==> src/siq_pkg.sv <==
// ----------------------------------------------------------------------------
// siq_pkg: shared types and constants for the sorted insert byte queue
// Capacity, widths, operation and status codes, and the control word that
// the queue front end broadcasts to every storage cell.
// ----------------------------------------------------------------------------
`default_nettype none

package siq_pkg;

  localparam int CAPACITY = 16;
  localparam int COUNT_W  = $clog2(CAPACITY + 1);
  localparam int DATA_W   = 8;
  localparam int OCC_W    = 5;

  typedef enum logic [1:0] {
    MODE_APPEND = 2'd0,
    MODE_INSERT = 2'd1,
    MODE_POP    = 2'd2
  } mode_t;

  typedef enum logic [1:0] {
    ST_DONE  = 2'd0,
    ST_FULL  = 2'd1,
    ST_EMPTY = 2'd2
  } status_t;

  // Operation broadcast to all cells for one beat.
  typedef struct packed {
    logic insert_en;  // append or ordered insert goes ahead this cycle
    logic ordered;    // insert position follows the compare chain
    logic pop_en;     // pop goes ahead this cycle
  } cell_ctrl_t;

endpackage

`default_nettype wire

==> src/siq_cell.sv <==
// ----------------------------------------------------------------------------
// siq_cell: one storage cell of the shift-register queue
// Holds one byte, compares it against the incoming byte, and takes its own
// value, the new byte, or a neighbor's byte each cycle.
// ----------------------------------------------------------------------------
`default_nettype none

module siq_cell (
  input  wire logic                        clk,
  input  wire siq_pkg::cell_ctrl_t         ctrl,
  input  wire logic                        occupied,  // this cell holds an entry
  input  wire logic                        tail,      // this cell is the first free one
  input  wire logic                        found_in,  // an earlier cell took the insert point
  input  wire logic [siq_pkg::DATA_W-1:0]  data,
  input  wire logic [siq_pkg::DATA_W-1:0]  left_value,
  input  wire logic [siq_pkg::DATA_W-1:0]  right_value,
  output logic      [siq_pkg::DATA_W-1:0]  value,
  output logic      [siq_pkg::DATA_W-1:0]  value_nxt,
  output logic                             found_out
);

  logic [siq_pkg::DATA_W-1:0] value_r;
  logic                       ge;

  // This cell holds an entry not less than the new byte (ordered insert only).
  assign ge        = ctrl.ordered & occupied & (value_r >= data);
  assign found_out = found_in | ge;
  assign value     = value_r;

  always_comb begin
    value_nxt = value_r;
    if (ctrl.insert_en) begin
      if (found_in && (occupied || tail)) begin
        value_nxt = left_value;
      end else if (!found_in && (ge || tail)) begin
        value_nxt = data;
      end
    end else if (ctrl.pop_en && occupied) begin
      value_nxt = right_value;
    end
  end

  always_ff @(posedge clk) begin
    value_r <= value_nxt;
  end

endmodule

`default_nettype wire

==> src/sorted_insert_byte_queue_core.sv <==
// ----------------------------------------------------------------------------
// sorted_insert_byte_queue_core: bounded byte queue with ordered insert
// A row of storage cells with append, ordered insert and pop-head operations.
// ----------------------------------------------------------------------------
// Usage:
//   The input channel (in_valid, in_stall, in_mode, in_data_in) carries one
//   operation per beat: append at tail, ordered insert, or pop head. The
//   result channel (out_valid, out_stall, out_*) returns exactly one beat per
//   operation with the popped byte, the new head, the occupancy and a status.
//   The result is registered: the output register loads it at the edge that
//   accepts the beat. One operation per cycle is taken while in_stall is low,
//   set by the row of cells, which all compare and shift in the same cycle;
//   the insert point is found by a one-bit chain running through the cells.
//   A single output register holds the result. While it holds a beat that
//   the receiver stalls, in_stall is raised and no operation is taken, so the
//   queue state never runs ahead of the delivered results.
//   Reset (rst_n low, synchronous) empties the queue and drops any pending
//   result. Cell contents are not cleared; only cells below the count are
//   ever read, so no clearing pass is needed.
//   An insert into a full queue leaves it unchanged and reports the full
//   status; a pop from an empty queue reports the empty status and zero.
//   The unused mode code changes nothing and reports done.
// ----------------------------------------------------------------------------
`default_nettype none

module sorted_insert_byte_queue_core (
  input  wire logic                        clk,
  input  wire logic                        rst_n,
  input  wire logic                        in_valid,
  output logic                             in_stall,
  input  wire logic [1:0]                  in_mode,
  input  wire logic [siq_pkg::DATA_W-1:0]  in_data_in,
  output logic                             out_valid,
  input  wire logic                        out_stall,
  output logic      [siq_pkg::DATA_W-1:0]  out_popped_value,
  output logic      [siq_pkg::DATA_W-1:0]  out_head_value,
  output logic      [siq_pkg::OCC_W-1:0]   out_occupancy,
  output logic      [1:0]                  out_status
);

  localparam int CAP = siq_pkg::CAPACITY;
  localparam int CW  = siq_pkg::COUNT_W;
  localparam int DW  = siq_pkg::DATA_W;

  logic [CW-1:0]        count_r, count_nxt;
  logic                 out_valid_r;
  logic [DW-1:0]        popped_r, head_r;
  logic [siq_pkg::OCC_W-1:0] occ_r;
  logic [1:0]           status_r;

  logic                 accept;
  logic                 is_insert, is_pop, full, empty;
  siq_pkg::cell_ctrl_t  ctrl;
  logic [1:0]           status_nxt;
  logic [DW-1:0]        popped_nxt, head_nxt;

  logic [DW-1:0]        cell_value [CAP];
  logic [DW-1:0]        cell_nxt   [CAP];
  logic [CAP:0]         found;
  logic [CAP-1:0]       occupied;
  logic [CAP-1:0]       tail;

  // The output register can take a new beat whenever it is empty or being
  // drained this cycle.
  assign in_stall = out_valid_r & out_stall;
  assign accept   = in_valid & ~in_stall;

  assign is_insert = (in_mode == siq_pkg::MODE_APPEND) || (in_mode == siq_pkg::MODE_INSERT);
  assign is_pop    = (in_mode == siq_pkg::MODE_POP);
  assign full      = (count_r == CW'(CAP));
  assign empty     = (count_r == '0);

  assign ctrl.insert_en = accept & is_insert & ~full;
  assign ctrl.ordered   = (in_mode == siq_pkg::MODE_INSERT);
  assign ctrl.pop_en    = accept & is_pop & ~empty;

  // Cell 0 never sees an earlier insert point.
  assign found[0] = 1'b0;

  for (genvar i = 0; i < CAP; i++) begin : g_cell
    logic [DW-1:0] left_v, right_v;

    // Cells below the count hold entries; the cell at the count is the tail.
    assign occupied[i] = (count_r > CW'(i));
    assign tail[i]     = (count_r == CW'(i));

    if (i == 0) begin : g_first
      assign left_v = in_data_in;
    end else begin : g_mid
      assign left_v = cell_value[i-1];
    end

    if (i == CAP - 1) begin : g_last
      assign right_v = cell_value[i];
    end else begin : g_inner
      assign right_v = cell_value[i+1];
    end

    siq_cell u_cell (
      .clk         (clk),
      .ctrl        (ctrl),
      .occupied    (occupied[i]),
      .tail        (tail[i]),
      .found_in    (found[i]),
      .data        (in_data_in),
      .left_value  (left_v),
      .right_value (right_v),
      .value       (cell_value[i]),
      .value_nxt   (cell_nxt[i]),
      .found_out   (found[i+1])
    );
  end

  always_comb begin
    count_nxt = count_r;
    if (ctrl.insert_en) begin
      count_nxt = count_r + CW'(1);
    end else if (ctrl.pop_en) begin
      count_nxt = count_r - CW'(1);
    end
  end

  always_comb begin
    status_nxt = siq_pkg::ST_DONE;
    if (is_insert && full) begin
      status_nxt = siq_pkg::ST_FULL;
    end else if (is_pop && empty) begin
      status_nxt = siq_pkg::ST_EMPTY;
    end
  end

  assign popped_nxt = ctrl.pop_en ? cell_value[0] : '0;
  assign head_nxt   = (count_nxt != '0) ? cell_nxt[0] : '0;

  always_ff @(posedge clk) begin
    if (!rst_n) begin
      count_r     <= '0;
      out_valid_r <= 1'b0;
    end else begin
      count_r <= count_nxt;
      if (accept) begin
        out_valid_r <= 1'b1;
      end else if (!out_stall) begin
        out_valid_r <= 1'b0;
      end
    end
  end

  // Result payload loads only with an accepted beat, so it holds while stalled.
  always_ff @(posedge clk) begin
    if (accept) begin
      popped_r <= popped_nxt;
      head_r   <= head_nxt;
      occ_r    <= siq_pkg::OCC_W'(count_nxt);
      status_r <= status_nxt;
    end
  end

  assign out_valid        = out_valid_r;
  assign out_popped_value = popped_r;
  assign out_head_value   = head_r;
  assign out_occupancy    = occ_r;
  assign out_status       = status_r;

  // The count never runs past the capacity.
  a_count_bound : assert property (@(posedge clk) disable iff (!rst_n)
    count_r <= CW'(CAP))
    else $error("queue count above capacity");

  // A dropped insert into a full queue leaves the count alone.
  a_full_hold : assert property (@(posedge clk) disable iff (!rst_n)
    accept && is_insert && full |=> count_r == CW'(CAP))
    else $error("full insert changed the count");

  // A pop from a non-empty queue removes exactly one entry.
  a_pop_count : assert property (@(posedge clk) disable iff (!rst_n)
    accept && is_pop && !empty |=> count_r == $past(count_r) - CW'(1))
    else $error("pop did not remove one entry");

  // An empty-pop result never carries a popped byte.
  a_empty_pop_zero : assert property (@(posedge clk) disable iff (!rst_n)
    out_valid_r && (status_r == siq_pkg::ST_EMPTY) |-> popped_r == '0)
    else $error("empty pop reported a value");

endmodule

`default_nettype wire

==> config.mk <==
export PLATFORM = sky130hd
export DESIGN_NAME = sorted_insert_byte_queue_core
export DESIGN_NICKNAME = d
export VERILOG_FILES = /design/src/siq_pkg.sv /design/src/siq_cell.sv /design/src/sorted_insert_byte_queue_core.sv
export SDC_FILE = /design/constraint.sdc
export NUM_CORES = 1
export LEC_CHECK = 0
export BUFFER_PORTS_ARGS = -buffer_cell sky130_fd_sc_hd__clkbuf_2
export CAP_MARGIN = 5
export CORE_UTILIZATION = 35
export DETAILED_ROUTE_END_ITERATION = 7
export GPL_TIMING_DRIVEN = 1
export SETUP_SLACK_MARGIN = 0.2
export SYNTH_ARGS = -nofsm -noshare
export SYNTH_HDL_FRONTEND = slang
export SYNTH_SLANG_ARGS = --single-unit
==> constraint.sdc <==
create_clock -name clk -period 4.3 [get_ports clk]
set_input_delay 1.075 -clock clk [delete_from_list [all_inputs] [get_ports clk]]
set_output_delay 1.075 -clock clk [all_outputs]
set_load 0.02 [all_outputs]
==> reports/qor.yml, run 1 <==
outcome:
  status: "complete, no violations"
global_routing:
  antenna_found_initial: 0
  grt_pass1_vias: 9060
  grt_pass1_wl_um: 52800
  grt_max_degree: 64
  overflow: 0
  grt_util_all_layers: 0.205
setup_path:
  cpMaxStageDelayCell: "a2111o_1"
  crit_required_ns: 4.50
  cpPeakStageDelay_ns: 0.40
  cp_max_fo: 13
  crit_type: "in2reg"
  critical_path_buf_inv_count: 6
  arrival_ns: 4.07
  cpMostUsedCell: "buf_4"
  worstPathCellList: "clkbuf_2, clkinvlp_4, buf_4, buf_4, ha_1, a2111o_1, a31oi_1, o21ai_0, nor4_2, and3_1, buf_4, and2_1, o311ai_2, buf_4"
  worstSetupEndpointType: "register"
  path_delay_family: "buffers and inverters"
  path_depth: 14
  startpoint_type: "input pin"
  r2r_slack_ns: 0.74
  rr_worst_depth: 7
place:
  port_buffers: 38
  place_congestion: 0.891
  hpwl_um: 24500
clocking:
  post_cts_buffers: 0
  cts_resized: 0
  cts-htree-levels: 4
  clock_latency_ns: 0.44
  cts_root_buf: "clkbuf_16"
  cts_sinks: 157
  clk_pin_slew_worst_paths_ns: 0.07
  cts_buffers: 17
  hold_buffers: 0
  cts_tree: "done"
  clockBufferDepth: 2
timing:
  holdWs_ns: 0.550
  fmax_ghz: 0.258
  rsz0062_at_grt: "no"
  post-route-period-util: 0.901
  finalSetupViolCount: 0
  clock_skew_ns: 0.0166
  final.min_clock_period_ns: 3.87
  hold_viol: 0
  timing.slew.headroom: 0.237
  fin_setup_tns_ns: 0
  drv_slew: 0
  tightest_slew_ns: 1.14
min_path:
  hold_class: "reg2reg"
  hold_depth: 2
synthesis:
  yosysTopAreaCell: "edfxtp_1"
  synth_edf_count: 143
  syn-num-nets: 1274
  yosysTopAreaCellShare: 0.376
  synth_cell_types: 79
  synth_area_leaders: "edfxtp_1 38%, ha_1 15%, mux2i_1 5.8%"
  syn_avg_cell_area_sq_um: 10.1
  ys_ff_latch: 157
  synth_area_sq_mm: 0.0114
  async_reset_ff_frac: 0
  yosys_most_used_dff: "edfxtp_1"
  syn_inst: 1126
  synth_warnings: 0
  yosysSeqAreaShare: 0.400
die:
  initial_core_util: 0.359
  die_width_um: 183
  die-area_sq_mm: 0.0334
  rows: 65
  ios: 39
  die_h_um: 183
  core-area_sq_mm: 0.0318
routing:
  drc_errors: 0
  vias_per_cell: 5.65
  first_pass_iters: 6
  wire_per_inst_um: 20.0
  wl_um: 32800
  via_count: 9261
  antenna_left: 0
  initialDrtViolationCount: 818
layout:
  n_antenna_cell: 0
  drive_above_1_share: 0.165
  areaGrowthSynthToFinish_pct: 15.7
  fillers: 3069
  utilization: 0.416
  nNetsFinal: 1340
job:
  max_cap_violations: 0
power_and_ir_drop:
  p_leak_nw: 5.05
  vdd_drop_max_mv: 0.217
  powerDensity_mw_per_mm2: 323
Yosys cell counts, types with 3 or more instances:
| library cell | instances |
|---|---|
| a2111oi_0 | 12 |
| a211o_1 | 6 |
| a211oi_1 | 11 |
| a21o_1 | 13 |
| a21oi_1 | 47 |
| a21oi_2 | 3 |
| a22oi_1 | 22 |
| a311oi_1 | 8 |
| a31oi_1 | 10 |
| and2_1 | 17 |
| and3_1 | 8 |
| buf_1 | 5 |
| buf_2 | 11 |
| buf_4 | 8 |
| clkbuf_1 | 38 |
| dfxtp_1 | 14 |
| edfxtp_1 | 143 |
| ha_1 | 134 |
| inv_1 | 34 |
| mux2_2 | 8 |
| mux2_4 | 8 |
| mux2i_1 | 66 |
| nand2_1 | 118 |
| nand2b_1 | 9 |
| nand3_1 | 35 |
| nand4_1 | 21 |
| nor2_1 | 61 |
| nor2b_1 | 14 |
| nor3_1 | 12 |
| nor4_1 | 5 |
| o211ai_1 | 40 |
| o21a_1 | 9 |
| o21ai_0 | 86 |
| o21ai_1 | 6 |
| o221ai_1 | 3 |
| o22ai_1 | 16 |
| o2bb2ai_1 | 3 |
| or3_1 | 4 |
| xnor2_1 | 4 |
routing by layer:
| layer | up-vias | track usage | part of all wire |
|---|---|---|---|
| li1 | 4473 | - | - |
| met1 | 4416 | 0.290 | 0.47 |
| met2 | 325 | 0.317 | 0.44 |
| met3 | 47 | 0.0279 | 0.056 |
| met4 | 0 | 0.0787 | 0.032 |
| met5 | - | 0 | 0 |
cells in the final DEF, fill, tap and decap left out, types with 4 or more instances in the layout:
| cell type | n |
|---|---|
| o211ai_1 | 40 |
| o21ai_0 | 86 |
| o21ai_1 | 6 |
| a21o_1 | 13 |
| nor3_1 | 11 |
| ha_1 | 134 |
| a2111oi_0 | 10 |
| buf_4 | 61 |
| a311oi_1 | 8 |
| nand4_1 | 21 |
| clkinvlp_4 | 5 |
| nand2_1 | 118 |
| a211o_1 | 6 |
| mux2i_1 | 66 |
| buf_12 | 12 |
| o21a_1 | 9 |
| o22ai_2 | 4 |
| clkbuf_16 | 17 |
| a22oi_1 | 22 |
| nor4_1 | 5 |
| o22ai_1 | 12 |
| and3_1 | 8 |
| a21oi_1 | 47 |
| a31oi_1 | 10 |
| nand3_1 | 35 |
| dfxtp_1 | 14 |
| clkbuf_2 | 38 |
| edfxtp_1 | 143 |
| mux2_2 | 8 |
| a211oi_1 | 11 |
| and2_1 | 17 |
| nand2b_1 | 9 |
| nor2b_1 | 14 |
| nor2_1 | 61 |
| xnor2_1 | 4 |
| mux2_4 | 8 |
| inv_1 | 33 |
worst paths after layout:
kind	endpoint	startpoint
max	g_cell[14].u_cell.value[3]	in_data_in[4]
min	g_cell[0].u_cell.value[6]	g_cell[0].u_cell.value[6]
min reg2reg	g_cell[0].u_cell.value[6]	g_cell[0].u_cell.value[6]
max reg2reg	g_cell[5].u_cell.value[3]	count_r[4]
sequential cells by signal, summed over array words and instances (netlist names):
| register | count |
|---|---|
| out_status | 2 |
| out_head_value | 8 |
| count_r | 5 |
| out_popped_value | 8 |
| out_occupancy | 5 |
| out_valid | 1 |
| g_cell.u_cell.value | 128 |
stage by stage:
stage | cells | setup WS (ns) | total power [mW] | instance area (sq um)
CTS | 1640 | 0.440 | 4.28 | 13200
global placement | 1608 | 0.0651 | 2.76 | 12600
global route | 1640 | 0.223 | 4.46 | 13200
finish | 1640 | 0.426 | 4.27 | 13200
detailed placement | 1608 | 0.00648 | 2.79 | 12600
floorplan | 1126 | 0.185 | 2.48 | 11500
worst register-to-register path, stage by stage (launching register included):
cell and delay, ns:
dfxtp_1 0.71, or2_1 0.45, a21oi_2 0.14, a2111oi_2 0.56
a21oi_1 0.13, a22oi_1 0.90, mux2i_1 0.31, o21ai_0 0.11
area by class of cell:
class	count	area, sq um	share of cell area
Inverter	34	131	0.00994
Clock buffer	17	425	0.0322
Sequential cell	157	4570	0.346
Timing Repair Buffer	111	888	0.0672
Tap cell	435	544	0.0412
Clock inverter	15	156	0.0118
Multi-Input combinational cell	871	6500	0.492
cell families after synthesis:
family,after synthesis,share of synthesized area
XOR/XNOR,4,0.00307
buffers and inverters,98,0.0373
AND/OR/NAND/NOR,329,0.144
flip-flops,157,0.400
multiplexers,83,0.0772
adder cells (fa/ha/maj),134,0.147
AO/OA/AOI/OAI,321,0.191
power by group:
part | total [mW] | internal (mW) | switching [mW]
Combinational | 0.914 | 0.342 | 0.572
Clock | 1.51 | 0.770 | 0.737
Sequential | 1.85 | 1.78 | 0.0755
Total | 4.27 | 2.89 | 1.38
Power figures use the tool's default switching activity.
==> run 2: changes to the inputs <==
==> constraint.sdc (replaced) <==
create_clock -name clk -period 4.3 [get_ports clk]
set_input_delay 0.86 -clock clk [delete_from_list [all_inputs] [get_ports clk]]
set_output_delay 0.86 -clock clk [all_outputs]
set_load 0.02 [all_outputs]
==> run 2 against run 1 <==
- via count up 0.53%
- clock skew decreased by 0.0050 ns
- global-route usage shrank 0.47 points
- clock power is 4% lower
- flip-flop and latch count did not move
- critical path depth is the same
- sequential share of layout area rose by 0.25 points
- combinational power fell by 1%
- worst setup slack worse by 0.045 ns
- final area fell by 0.73%
- utilization down 0.30 points
- cell count rose by 0.24%
- highest routed layer unchanged
==> reports/qor.yml, run 2 (same netlist as run 1, synthesis figures left out) <==
outcome:
  status: "complete, no violations"
place:
  place_congestion: 0.885
  dpl_worst_slack_ns: -0.117
  hpwl_um: 24300
  port_buffers: 38
  post_dp_cell_area_sq_mm: 0.0125
routing:
  initialDrtViolationCount: 746
  first_pass_iters: 5
  drc_errors: 0
  vias_per_cell: 5.66
  wire_per_inst_um: 19.7
  wl_um: 32400
  via_count: 9310
  antenna_left: 0
layout:
  fillers: 3071
  multi_input_area_sq_mm: 0.00646
  areaGrowthSynthToFinish_pct: 14.8
  n_antenna_cell: 0
  utilization: 0.413
  nNetsFinal: 1344
  drive_above_1_share: 0.164
  seq_area_sq_mm: 0.00457
  final_cell_mix: "143 x edfxtp_1, 134 x ha_1, 118 x nand2_1, 86 x o21ai_0, 70 x buf_4"
  fin_area_sq_mm: 0.0131
  mostFrequentLayoutCell: "edfxtp_1"
  largest_reg_flops: 128
setup_path:
  arrival_ns: 3.98
  worstSetupEndpointType: "register"
  crit_type: "in2reg"
  startpoint_type: "input pin"
  crit_required_ns: 4.36
  cp_max_fo: 8
global_routing:
  grt_max_degree: 100
  overflow: 0
  antenna_found_initial: 0
  grt_pass1_vias: 9114
  grt_pass1_wl_um: 51700
  grt_util_all_layers: 0.201
power_and_ir_drop:
  p_leak_nw: 5.05
  powerDensity_mw_per_mm2: 320
  vdd_drop_max_mv: 0.203
timing:
  fmax_ghz: 0.255
  finalSetupViolCount: 0
  rsz0062_at_grt: "no"
  layout_setup_ws_ns: 0.381
  tightest_slew_ns: 0.903
  clock_skew_ns: 0.0116
  timing.slew.headroom: 0.395
  final.min_clock_period_ns: 3.92
  hold_viol: 0
  holdWs_ns: 0.544
  post-route-period-util: 0.911
  drv_slew: 0
clocking:
  cts_resized: 0
  cts-htree-levels: 4
  clk_pin_slew_worst_paths_ns: 0.07
  clockBufferDepth: 2
  cts_sinks: 157
  cts_root_buf: "clkbuf_16"
  hold_buffers: 0
  cts_buffers: 17
  cts_tree: "done"
  post_cts_buffers: 0
  clock_latency_ns: 0.43
die:
  rows: 65
  ios: 39
  die-area_sq_mm: 0.0334
  core-area_sq_mm: 0.0318
  die_width_um: 183
  initial_core_util: 0.359
  die_h_um: 183
min_path:
  hold_class: "reg2reg"
job:
  max_cap_violations: 0
run 2: changes by cell type in the layout (fill, tap and decap cells not counted), moves of 3 or more:
cell / previous run / this run
buf_12: 12 / 7
buf_4: 61 / 70
clkinvlp_4: 5 / 2
o22ai_1: 12 / 15
run 2: per-stage QoR:
step	total power [mW]	std cells	TNS, ns
4_1_cts	4.22	1644	0
3_5_place_dp	2.78	1612	-2.34
2_1_floorplan	2.47	1126	0
6_report	4.20	1644	0
3_3_place_gp	2.76	1612	0
5_1_grt	4.39	1644	0
run 2: report_power, final:
| group | leakage, nW | switching [mW] | internal (mW) | total, mW |
|---|---|---|---|---|
| clock network | 0.271 | 0.691 | 0.758 | 1.45 |
| logic | 3.35 | 0.558 | 0.343 | 0.902 |
| registers | 1.43 | 0.0736 | 1.78 | 1.85 |
| total | 5.05 | 1.32 | 2.88 | 4.20 |
run 2: cell type report:
class,count,share of cell area
inverter,34,0.00973
clock buffer,17,0.0324
tap,435,0.0415
timing repair buffer,115,0.0652
multi-input combinational,871,0.492
clock inverter,15,0.0102
sequential,157,0.349
run 2: critical path, stage by stage:
cell	delay (ns)
clkbuf_2	0.10
inv_1	0.07
buf_4	0.17
buf_12	0.14
ha_1	0.31
a21o_1	0.18
a2111oi_0	0.45
o21a_1	0.22
o22ai_1	0.13
nor4_2	0.29
and3_1	0.24
buf_4	0.16
mux2i_1	0.07
o22ai_1	0.57
run 2: layer usage:
metal | GRT usage | up-vias | wire (um)
li1 | - | 4481 | -
met1 | 0.280 | 4475 | 15200
met2 | 0.318 | 309 | 14700
met3 | 0.0293 | 45 | 1810
met4 | 0.0635 | 0 | 684
met5 | 0 | - | 0
run 2: path summary, 6_finish.rpt:
path	startpoint	to	slack, ns	cells after the start
min	g_cell[0].u_cell.value[0]	g_cell[0].u_cell.value[0]	0.54	2
min reg2reg	g_cell[0].u_cell.value[0]	g_cell[0].u_cell.value[0]	0.54	2
max	in_data_in[4]	g_cell[12].u_cell.value[2]	0.38	14
max reg2reg	count_r[4]	out_head_value[4]	0.64	8
